### src/rle_mb_pkg.sv
// Package for the multibyte run-length encoder: result record type,
// field widths and fixed constants. No dependencies.
package rle_mb_pkg;

  localparam int unsigned SYM_W      = 64;
  localparam int unsigned SYM_BYTES  = SYM_W / 8;
  localparam int unsigned LEN_W      = 8;
  localparam int unsigned TAIL_W     = 3;
  localparam int unsigned SIZE_W     = 4;
  localparam int unsigned FIFO_DEPTH = 4;
  localparam int unsigned FIFO_AW    = $clog2(FIFO_DEPTH);

  typedef enum logic {
    KIND_RUN  = 1'b0,
    KIND_TAIL = 1'b1
  } item_kind_t;

  typedef struct packed {
    item_kind_t        kind;
    logic [LEN_W-1:0]  run_len;
    logic [SYM_W-1:0]  sym;
    logic [TAIL_W-1:0] tail_cnt;
    logic              last;
  } result_t;

endpackage

### src/rle_mb_if.sv
// Valid/ready channel interfaces for the multibyte run-length encoder.
// Depends on rle_mb_pkg for the field widths.
interface rle_mb_in_if import rle_mb_pkg::*; ();
  logic       valid;
  logic       ready;
  logic [7:0] data_byte;
  logic       final_byte;

  modport source (output valid, output data_byte, output final_byte, input ready);
  modport sink   (input valid, input data_byte, input final_byte, output ready);
endinterface

interface rle_mb_out_if import rle_mb_pkg::*; ();
  logic              valid;
  logic              ready;
  logic              item_kind;
  logic [LEN_W-1:0]  run_length;
  logic [SYM_W-1:0]  symbol_value;
  logic [TAIL_W-1:0] tail_count;
  logic              stream_end;

  modport source (output valid, output item_kind, output run_length, output symbol_value,
                  output tail_count, output stream_end, input ready);
  modport sink   (input valid, input item_kind, input run_length, input symbol_value,
                  input tail_count, input stream_end, output ready);
endinterface

### src/run_length_encoder_multibyte.sv
// Top level of the multibyte run-length encoder: symbol assembly, run
// counting and a small result queue. Depends on rle_mb_pkg and rle_mb_if.sv.
// The results of an accepted input item are written into the result queue, whose head drives the output.
// Throughput: one input item per cycle while each item makes at most one result and
// out_chan.ready stays high; an item that makes two results pushes both into the
// four-entry result queue, whose fill level alone sets in_chan.ready.
// Reset (rst_n low, synchronous): symbol size returns to one byte, stream state and queue clear.
module run_length_encoder_multibyte
  import rle_mb_pkg::*;
#(
  parameter int unsigned MAX_SYMBOL_BYTES = 8,
  parameter int unsigned RUN_LIMIT        = 255
) (
  input  logic              clk,
  input  logic              rst_n,
  rle_mb_in_if.sink         in_chan,
  rle_mb_out_if.source      out_chan,
  input  logic              cfg_we,
  input  logic [SIZE_W-1:0] cfg_wdata
);

  localparam logic [SIZE_W-1:0] MaxSize  = SIZE_W'(MAX_SYMBOL_BYTES);
  localparam logic [LEN_W-1:0]  RunLimit = LEN_W'(RUN_LIMIT);

  // Configuration and stream state.
  logic [SIZE_W-1:0] size_cfg_r;
  logic [SYM_W-1:0]  asm_sym_r,  asm_sym_nxt;
  logic [SIZE_W-1:0] asm_cnt_r,  asm_cnt_nxt;
  logic [SYM_W-1:0]  run_sym_r,  run_sym_nxt;
  logic              run_open_r, run_open_nxt;
  logic [LEN_W-1:0]  run_cnt_r,  run_cnt_nxt;

  // Result queue.
  result_t              fifo_r [FIFO_DEPTH];
  logic [FIFO_AW-1:0]   wr_ptr_r, rd_ptr_r;
  logic [FIFO_AW:0]     fill_r, fill_nxt;

  logic        in_acc, out_acc;
  logic [SIZE_W-1:0] size_eff;
  logic [1:0]  n_push;
  result_t     res0, res1;

  assign in_acc  = in_chan.valid && in_chan.ready;
  assign out_acc = out_chan.valid && out_chan.ready;

  // Out-of-range sizes are clamped: zero acts as one, anything above the maximum as the maximum.
  always_comb begin
    if (size_cfg_r == '0) begin
      size_eff = SIZE_W'(1);
    end else if (size_cfg_r > MaxSize) begin
      size_eff = MaxSize;
    end else begin
      size_eff = size_cfg_r;
    end
  end

  // One pass over the accepted byte: place it in the assembling symbol, and when the
  // symbol completes either extend the open run or close it and open a new one.
  // The final byte then flushes the run and any partial symbol as a tail.
  always_comb begin
    logic [SIZE_W-1:0] cnt0;
    logic [SIZE_W-1:0] cnt1;
    logic [SYM_W-1:0]  asm1;
    logic [LEN_W:0]    inc;
    result_t           r;

    asm_sym_nxt  = asm_sym_r;
    asm_cnt_nxt  = asm_cnt_r;
    run_sym_nxt  = run_sym_r;
    run_open_nxt = run_open_r;
    run_cnt_nxt  = run_cnt_r;
    n_push       = 2'd0;
    res0         = '0;
    res1         = '0;
    r            = '0;

    cnt0 = (asm_cnt_r >= size_eff) ? '0 : asm_cnt_r;
    asm1 = asm_sym_r;
    for (int i = 0; i < SYM_BYTES; i++) begin
      if (cnt0[TAIL_W-1:0] == TAIL_W'(i)) begin
        asm1[8*i +: 8] = asm_sym_r[8*i +: 8] | in_chan.data_byte;
      end
    end
    cnt1 = cnt0 + SIZE_W'(1);
    inc  = {1'b0, run_cnt_r} + (LEN_W+1)'(1);

    if (in_acc) begin
      asm_sym_nxt = asm1;
      asm_cnt_nxt = cnt1;

      if (cnt1 == size_eff) begin
        asm_sym_nxt = '0;
        asm_cnt_nxt = '0;
        if (run_open_r && asm1 == run_sym_r) begin
          // Same symbol: count it, and split the run once it hits the limit.
          if (inc >= {1'b0, RunLimit}) begin
            r.kind    = KIND_RUN;
            r.run_len = inc[LEN_W-1:0];
            r.sym     = run_sym_r;
            res0      = r;
            n_push    = 2'd1;
            run_cnt_nxt = '0;
          end else begin
            run_cnt_nxt = inc[LEN_W-1:0];
          end
        end else begin
          // New symbol: close the previous run unless a split just emptied it.
          if (run_open_r && run_cnt_r != '0) begin
            r.kind    = KIND_RUN;
            r.run_len = run_cnt_r;
            r.sym     = run_sym_r;
            res0      = r;
            n_push    = 2'd1;
          end
          run_sym_nxt  = asm1;
          run_open_nxt = 1'b1;
          run_cnt_nxt  = LEN_W'(1);
        end
      end

      if (in_chan.final_byte) begin
        if (run_open_nxt && run_cnt_nxt != '0) begin
          r          = '0;
          r.kind     = KIND_RUN;
          r.run_len  = run_cnt_nxt;
          r.sym      = run_sym_nxt;
          if (n_push == 2'd0) begin
            res0 = r;
          end else begin
            res1 = r;
          end
          n_push = n_push + 2'd1;
        end
        if (asm_cnt_nxt != '0) begin
          r          = '0;
          r.kind     = KIND_TAIL;
          r.sym      = asm_sym_nxt;
          r.tail_cnt = asm_cnt_nxt[TAIL_W-1:0];
          if (n_push == 2'd0) begin
            res0 = r;
          end else begin
            res1 = r;
          end
          n_push = n_push + 2'd1;
        end
        // The last result of the final byte closes the stream.
        if (n_push == 2'd1) begin
          res0.last = 1'b1;
        end else if (n_push == 2'd2) begin
          res1.last = 1'b1;
        end
        asm_sym_nxt  = '0;
        asm_cnt_nxt  = '0;
        run_sym_nxt  = '0;
        run_open_nxt = 1'b0;
        run_cnt_nxt  = '0;
      end
    end
  end

  // A configuration write clears the stream and takes priority over the byte path's state update.
  always_ff @(posedge clk) begin
    if (!rst_n) begin
      size_cfg_r <= SIZE_W'(1);
      asm_sym_r  <= '0;
      asm_cnt_r  <= '0;
      run_sym_r  <= '0;
      run_open_r <= 1'b0;
      run_cnt_r  <= '0;
    end else if (cfg_we) begin
      size_cfg_r <= cfg_wdata;
      asm_sym_r  <= '0;
      asm_cnt_r  <= '0;
      run_sym_r  <= '0;
      run_open_r <= 1'b0;
      run_cnt_r  <= '0;
    end else begin
      asm_sym_r  <= asm_sym_nxt;
      asm_cnt_r  <= asm_cnt_nxt;
      run_sym_r  <= run_sym_nxt;
      run_open_r <= run_open_nxt;
      run_cnt_r  <= run_cnt_nxt;
    end
  end

  // The queue keeps room for two results whenever a byte may be accepted.
  assign in_chan.ready = (fill_r <= (FIFO_AW+1)'(FIFO_DEPTH - 2));

  always_comb begin
    fill_nxt = fill_r + (FIFO_AW+1)'(n_push);
    if (out_acc) begin
      fill_nxt = fill_nxt - (FIFO_AW+1)'(1);
    end
  end

  always_ff @(posedge clk) begin
    if (n_push != 2'd0) begin
      fifo_r[wr_ptr_r] <= res0;
    end
    if (n_push == 2'd2) begin
      fifo_r[wr_ptr_r + FIFO_AW'(1)] <= res1;
    end
  end

  always_ff @(posedge clk) begin
    if (!rst_n) begin
      wr_ptr_r <= '0;
      rd_ptr_r <= '0;
      fill_r   <= '0;
    end else begin
      wr_ptr_r <= wr_ptr_r + FIFO_AW'(n_push);
      if (out_acc) begin
        rd_ptr_r <= rd_ptr_r + FIFO_AW'(1);
      end
      fill_r <= fill_nxt;
    end
  end

  assign out_chan.valid        = (fill_r != '0);
  assign out_chan.item_kind    = fifo_r[rd_ptr_r].kind;
  assign out_chan.run_length   = fifo_r[rd_ptr_r].run_len;
  assign out_chan.symbol_value = fifo_r[rd_ptr_r].sym;
  assign out_chan.tail_count   = fifo_r[rd_ptr_r].tail_cnt;
  assign out_chan.stream_end   = fifo_r[rd_ptr_r].last;

`ifndef SYNTHESIS
  // The queue never holds more results than it has entries.
  a_fill_bound: assert property (@(posedge clk) disable iff (!rst_n)
    fill_r <= (FIFO_AW+1)'(FIFO_DEPTH))
    else $error("result queue overfilled");

  // The final byte of a stream always produces at least one result.
  a_final_result: assert property (@(posedge clk) disable iff (!rst_n)
    (in_acc && in_chan.final_byte) |-> (n_push != 2'd0))
    else $error("final byte produced no result");

  // After the final byte the stream state is back to empty.
  a_final_clear: assert property (@(posedge clk) disable iff (!rst_n)
    (in_acc && in_chan.final_byte) |=> (asm_cnt_r == '0 && !run_open_r && run_cnt_r == '0))
    else $error("stream state not cleared after final byte");

  // The run counter is split before it can reach the limit.
  a_run_limit: assert property (@(posedge clk) disable iff (!rst_n)
    run_cnt_r < RunLimit)
    else $error("run counter reached the limit");
`endif

endmodule
### src/flat_wrapper.sv
// flat-port wrapper written by rule: the top's interface ports become plain ports
module run_length_encoder_multibyte_flat import rle_mb_pkg::*;
#(
  parameter int unsigned MAX_SYMBOL_BYTES = 8,
  parameter int unsigned RUN_LIMIT        = 255
)
  (clk, rst_n, cfg_we, cfg_wdata, in_chan_valid, in_chan_data_byte, in_chan_final_byte, in_chan_ready, out_chan_valid, out_chan_item_kind, out_chan_run_length, out_chan_symbol_value, out_chan_tail_count, out_chan_stream_end, out_chan_ready);
  rle_mb_in_if in_chan_i ();
  rle_mb_out_if out_chan_i ();
  input  logic clk;
  input  logic rst_n;
  input  logic cfg_we;
  input  logic [SIZE_W-1:0] cfg_wdata;
  input wire logic [$bits(in_chan_i.valid)-1:0] in_chan_valid;
  input wire logic [$bits(in_chan_i.data_byte)-1:0] in_chan_data_byte;
  input wire logic [$bits(in_chan_i.final_byte)-1:0] in_chan_final_byte;
  output wire logic [$bits(in_chan_i.ready)-1:0] in_chan_ready;
  output wire logic [$bits(out_chan_i.valid)-1:0] out_chan_valid;
  output wire logic [$bits(out_chan_i.item_kind)-1:0] out_chan_item_kind;
  output wire logic [$bits(out_chan_i.run_length)-1:0] out_chan_run_length;
  output wire logic [$bits(out_chan_i.symbol_value)-1:0] out_chan_symbol_value;
  output wire logic [$bits(out_chan_i.tail_count)-1:0] out_chan_tail_count;
  output wire logic [$bits(out_chan_i.stream_end)-1:0] out_chan_stream_end;
  input wire logic [$bits(out_chan_i.ready)-1:0] out_chan_ready;
  assign in_chan_i.valid = in_chan_valid;
  assign in_chan_i.data_byte = in_chan_data_byte;
  assign in_chan_i.final_byte = in_chan_final_byte;
  assign in_chan_ready = in_chan_i.ready;
  assign out_chan_valid = out_chan_i.valid;
  assign out_chan_item_kind = out_chan_i.item_kind;
  assign out_chan_run_length = out_chan_i.run_length;
  assign out_chan_symbol_value = out_chan_i.symbol_value;
  assign out_chan_tail_count = out_chan_i.tail_count;
  assign out_chan_stream_end = out_chan_i.stream_end;
  assign out_chan_i.ready = out_chan_ready;
  run_length_encoder_multibyte #(.MAX_SYMBOL_BYTES(MAX_SYMBOL_BYTES), .RUN_LIMIT(RUN_LIMIT)) u_core (.clk(clk), .rst_n(rst_n), .in_chan(in_chan_i), .out_chan(out_chan_i), .cfg_we(cfg_we), .cfg_wdata(cfg_wdata));
endmodule
### config.mk
export PLATFORM = sky130hd
export DESIGN_NAME = run_length_encoder_multibyte_flat
export DESIGN_NICKNAME = d
export VERILOG_FILES = /design/src/rle_mb_pkg.sv /design/src/rle_mb_if.sv /design/src/run_length_encoder_multibyte.sv /design/src/flat_wrapper.sv
export SDC_FILE = /design/constraint.sdc
export NUM_CORES = 1
export LEC_CHECK = 0
export BUFFER_PORTS_ARGS = -buffer_cell sky130_fd_sc_hd__buf_2
export CAP_MARGIN = 20
export CORE_ASPECT_RATIO = 1.4
export CORE_MARGIN = 3
export CORE_UTILIZATION = 60
export CTS_CLUSTER_DIAMETER = 100
export DETAILED_ROUTE_END_ITERATION = 8
export GPL_TIMING_DRIVEN = 1
export HOLD_SLACK_MARGIN = 0.08
export PLACE_DENSITY_LB_ADDON = 0.15
export SLEW_MARGIN = 20
export SYNTH_ARGS = -nofsm -noshare
export SYNTH_HDL_FRONTEND = slang
export SYNTH_SLANG_ARGS = --single-unit
### constraint.sdc
create_clock -name clk -period 28.9 [get_ports clk]
set_clock_uncertainty 0.15 [all_clocks]
set_input_delay 5.78 -clock clk [delete_from_list [all_inputs] [get_ports clk]]
set_output_delay 5.78 -clock clk [all_outputs]
set_load 0.01 [all_outputs]
==> results of run 1 <==
## report_power, final
group          internal [mW]  switching [mW]
Combinational          0.135           0.274
Clock                  0.345           0.263
Sequential             0.740          0.0248
Total                   1.22           0.562
## logic make-up after synthesis
kind of cell,synth area share (%)
compound gates,23.2
xor+xnor,1.68
fa+ha+maj,0.970
buf+inv,4.72
flops,51.4
mux,8.11
simple gates,9.97
## worst max-delay path: cells and delay by family
family | cells | cell delay [ps]
simple gates | 9 | 3260
buf+inv | 4 | 2170
compound gates | 5 | 1680
fa+ha+maj | 1 | 240
xor+xnor | 1 | 190
## routing by layer
metal	global-route usage [%]	up-vias
met3	6.34	347
met1	45.2	9844
met5	0	-
met4	24.0	2
met2	60.4	1400
li1	-	8384
## area by class of cell
cell class,instances,area [sq um]
inverters,38,145
clock buffers,62,1270
fillers,3046,13300
diodes,3,7.51
clock inverters,20,235
well taps,528,661
repair buffers,130,768
flip-flops and latches,462,12300
multi-input cells,1387,10600
## sequential cells by signal, indices dropped and copies added, names as in the netlist, 2 cells and up, named ones only
signal / cells
u_core.fill_r: 3
u_core.asm_cnt_r: 4
u_core.fifo_r: 308
u_core.size_cfg_r: 4
u_core.run_sym_r: 64
u_core.run_cnt_r: 8
u_core.wr_ptr_r: 2
u_core.asm_sym_r: 64
u_core.rd_ptr_r: 2
## cells in the mapped netlist, types with 8 or more instances
cell type  count  area, sq um
edfxtp_1     308         9250
nor2_1       272         1020
o32ai_1      249         2180
dfxtp_1      154         3080
clkbuf_1     137          514
a22oi_1      118          886
mux4_2        77         1730
a21oi_1       68          340
o211ai_1      67          503
nand2_1       63          236
buf_2         43          215
xnor2_1       39          342
nor3_1        37          185
inv_1         36          135
a31oi_1       34          213
a21o_1        30          225
o21ai_0       29          145
and2_1        21          131
buf_1         20         75.1
nor2b_1       18          113
ha_1          17          213
nand3_1       17         85.1
nand2b_1      16          100
a2bb2oi_1     15          131
a31o_2        14          123
nand4_1       13         81.3
mux2i_1       12          120
nor4_1        12         75.1
buf_6         11          124
and3_1         8         50.1
buf_4          8         60.1
or3_1          8         50.1
## worst max path at each step
stage / to / slack, ps
final: u_core.fifo_r[0][1] / 15520
after floorplan: u_core.fifo_r[2][0] / 14900
after global routing: u_core.fifo_r[0][49] / 15180
after CTS: u_core.fifo_r[0][49] / 15760
after global placement: u_core.fifo_r[0][6] / 15540
after detailed placement: u_core.fifo_r[0][12] / 15170
==> results.toml, run 1 <==
[run_status]
status = "finished clean"

[cells_and_area]
post-route-util_pct = 66.2
final_area_sq_um = 26100
layout_commonest_cell = "edfxtp_1"
most-common-layout-cells = "308 x edfxtp_1, 268 x nor2_1, 249 x o32ai_1"
fin_cells = 2630
area_delta_synth_final_pct = 8.61
drive_gt1_share_pct = 16.1
fin_nets = 2099

[clock_network]
cts.repair.resized = 0
h-tree-depth = 2
cts_buffer_depth = 3
cts.sinks = 462
cts_tree = "built"
ctsHoldBuffers = 0
clk_latency_ps = 580
cts_buffers = 44
clk_pin_slew_worst_paths_ps = 70
post-cts-setup-buffer-count = 0
cts_root_buf = "clkbuf_16"

[timing]
rsz0062_at_grt = "false"
setup_tns_ps = 0
slew_viol_final = 0
slew_headroom_pct = 20.5
hold_viol_final = 0
setup_viol = 0
hold_ws_ps = 321
fmax_ghz = 0.0748
finalWorstSetupSlack_ps = 15520
tightest_slew_ps = 1190
min_period_ps = 13380
post-route-period-util_pct = 46.3

[worst_setup_path]
rr_worst_depth = 26
crit_start = "in_chan_data_byte[2]"
start_kind = "primary input"
reg2reg_to = "u_core.fifo_r[0][1]"
cpPeakStageDelay_ps = 910
cp.required_ps = 28950
crit_slowest_cell = "buf_4"
cp.arrival_ps = 13420
critPathKind = "in -> reg"
path_max_fanout = 70
end_kind = "flip-flop"
r2r-start = "u_core.size_cfg_r[2]"
worstPathCellList = "buf_2 -> a21oi_1 -> xnor2_1 -> nor4_1 -> nand4_1 -> a2111oi_0 -> nand4_1 -> nor3_2 -> a32oi_1 -> a31oi_1 -> inv_1 -> ha_1 -> nand2b_1 -> a21oi_2 -> and2_1 -> and3_2 -> buf_4 -> nor2_1 -> nor2_4 -> buf_4"
rrSetupSlack_ps = 18200

[die]
die_h_um = 243
initial_core_util_pct = 60.9
coreArea_sq_um = 39400
row_count = 86
die_width_um = 175
die_area_sq_um = 42500
ios = 97

[route]
wl_met1_mm = 27.6
wl_met3_mm = 7.58
highest_layer = "met5"
vias = 20000
detail-route-antenna-nets = 0
vias_per_cell = 7.60
post-route-drc-count = 0
routedWlPerCell_um = 30.4
dr.pass1.iters = 6
drtIter0Drc = 2677
routed_wl_mm = 80.0
wl_met2_mm = 38.7

[pwr]
p_leak_nw = 8.11
power_mw = 1.78
vdd_drop_max_mv = 0.0648
powerDensity_nw_per_um2 = 68.4

[logic_synthesis]
syn_avg_cell_area_sq_um = 11.4
synth-async-reset-ratio_pct = 0
yosysWarnings = 0
synth_edf_count = 308
synth_cell_type_count = 88
syn_nets = 2142
synth_seq_cells = 462
ys_seq_area_share_pct = 51.4
synth_flop_cell = "edfxtp_1"
synth_cells = 2106
syn_area_sq_um = 24000

[placement]
dp_hpwl_mm = 48.3
place_congestion = 1.04
dpl_cell_area_sq_um = 24500
post-place-cells = 2544
pre_cts_ws_ps = 15170
numPortBuffers = 96

[global_routing]
antenna_found_initial = 2
grt_pass1_wl_mm = 120
grt_max_degree = 253
globalRoute.totalOverflow = 0
grtUsageTotal_pct = 36.9
grt_pass1_vias = 19600

[min_path]
hold_start = "u_core.asm_sym_r[29]"
worstHoldPathType = "reg -> reg"
holdPathEnd = "u_core.asm_sym_r[29]"
worst_hold_path.num_cells = 2

[job]
cap_violations = 0
No activity file was read; power rests on OpenSTA's default activity.
==> run 2: changes to the inputs <==
==> constraint.sdc (replaced) <==
create_clock -name clk -period 12.5 [get_ports clk]
set_clock_uncertainty 0.15 [all_clocks]
set_input_delay 2.5 -clock clk [delete_from_list [all_inputs] [get_ports clk]]
set_output_delay 2.5 -clock clk [all_outputs]
set_load 0.01 [all_outputs]
==> results.toml, run 2 (synthesis results as in run 1) <==
[die]
die_area_sq_um = 42500
initial_core_util_pct = 60.9
ios = 97
row_count = 86
coreArea_sq_um = 39400
die_h_um = 243
die_width_um = 175

[timing]
min_period_ps = 10010
hold_viol_final = 0
fmax_ghz = 0.0999
rsz0062_at_grt = "false"
setup_viol = 0
tightest_slew_ps = 1140
hold_ws_ps = 331
slew_headroom_pct = 24.1
slew_viol_final = 0
setup_tns_ps = 0
post-route-period-util_pct = 80.0

[min_path]
worstHoldPathType = "reg -> reg"
hold_start = "u_core.asm_sym_r[53]"
worst_hold_path.num_cells = 2
holdPathEnd = "u_core.asm_sym_r[53]"

[cells_and_area]
layout_commonest_cell = "edfxtp_1"
top_regs = "u_core.fifo_r (308), u_core.asm_sym_r (64), u_core.run_sym_r (64)"
largest_reg_flops = 308
area_delta_synth_final_pct = 8.90
drive_gt1_share_pct = 16.4
fin_nets = 2109
most-common-layout-cells = "308 x edfxtp_1, 269 x nor2_1, 249 x o32ai_1"
post-route-util_pct = 66.4
max_flop_register = "u_core.fifo_r"

[route]
routed_wl_mm = 77.2
detail-route-antenna-nets = 0
drtIter0Drc = 2546
post-route-drc-count = 0
routedWlPerCell_um = 29.2
vias = 19800
vias_per_cell = 7.50
dr.pass1.iters = 8

[worst_setup_path]
end_kind = "flip-flop"
reg2reg_to = "u_core.fifo_r[2][66]"
r2r-start = "u_core.size_cfg_r[2]"
critPathKind = "reg -> reg"
cp.required_ps = 12630
cp.arrival_ps = 10140
rr_worst_depth = 26
path_max_fanout = 32
start_kind = "flip-flop"
rrSetupSlack_ps = 2490

[placement]
place_congestion = 0.982
numPortBuffers = 96
dp_hpwl_mm = 48.7

[global_routing]
grt_pass1_vias = 19300
met2_usage_pct = 58.9
busiest_layer = "met2"
grt_max_degree = 109
grt_use_met1_pct = 44.1
globalRoute.totalOverflow = 0
grtUsageTotal_pct = 35.5
grt_pass1_wl_mm = 117
antenna_found_initial = 1
grt.met3_usage_pct = 5.52

[clock_network]
ctsHoldBuffers = 0
cts_buffers = 45
post-cts-setup-buffer-count = 0
cts.sinks = 462
cts.repair.resized = 0
h-tree-depth = 2
cts_root_buf = "clkbuf_16"
clk_pin_slew_worst_paths_ps = 70
clk_latency_ps = 580
cts_buffer_depth = 3
cts_tree = "built"

[pwr]
p_leak_nw = 8.15
vdd_drop_max_mv = 0.139
powerDensity_nw_per_um2 = 155

[job]
cap_violations = 0

[run_status]
status = "finished clean"
run 2: critical path, stage by stage (launching register included):
cell	delay [ps]
dfxtp_1	410
nor2_1	80
o21a_1	200
ha_1	300
or3b_4	420
a21oi_4	620
and2_1	280
ha_1	200
ha_1	630
a21oi_1	330
o2bb2ai_1	200
a211oi_1	440
o2111ai_1	190
a2111oi_0	620
nand4_1	270
nor3_2	670
a32oi_1	340
a31oi_1	320
inv_1	80
ha_1	230
nand2b_1	210
a21oi_2	320
and2_1	280
nand3b_1	360
mux2i_4	760
buf_4	530
o32ai_1	190
run 2: where the power goes:
| group | internal (mW) | switching (mW) |
|---|---|---|
| Combinational | 0.325 | 0.608 |
| Sequential | 1.71 | 0.0555 |
| Clock | 0.739 | 0.601 |
run 2: worst max path at each step:
stage	from	end
3_3_place_gp	in_chan_data_byte[4]	u_core.fifo_r[2][53]
6_report	u_core.size_cfg_r[2]	u_core.fifo_r[2][66]
5_1_grt	u_core.size_cfg_r[2]	u_core.fifo_r[2][17]
4_1_cts	u_core.size_cfg_r[2]	u_core.fifo_r[1][49]
3_5_place_dp	u_core.size_cfg_r[2]	u_core.fifo_r[0][17]
2_1_floorplan	u_core.size_cfg_r[2]	u_core.fifo_r[2][0]
run 2: layout make-up:
cell class | count | area [sq um]
Timing Repair Buffer | 139 | 916
Sequential cell | 462 | 12300
Clock inverter | 23 | 166
Multi-Input combinational cell | 1387 | 10600
Inverter | 38 | 145
Antenna cell | 1 | 2.50
Clock buffer | 61 | 1270
Fill cell | 3075 | 13200
Tap cell | 528 | 661
run 2: routing by layer:
metal / routed length, um / up-vias
met5: 0 / -
met4: 4610 / 0
li1: - / 8417
met2: 38300 / 1368
met3: 7210 / 263
met1: 27100 / 9744
run 2: stage by stage:
| step | cells | power [mW] | instance area (sq um) | worst slack (ps) |
|---|---|---|---|---|
| finish | 2639 | 4.04 | 26100 | 2490 |
| global route | 2638 | 4.16 | 26100 | 2230 |
| CTS | 2635 | 4.03 | 26100 | 2570 |
| detailed placement | 2551 | 2.72 | 24600 | 2620 |
| global placement | 2548 | 2.69 | 24600 | 2750 |
| floorplan | 2106 | 2.39 | 24000 | 1740 |
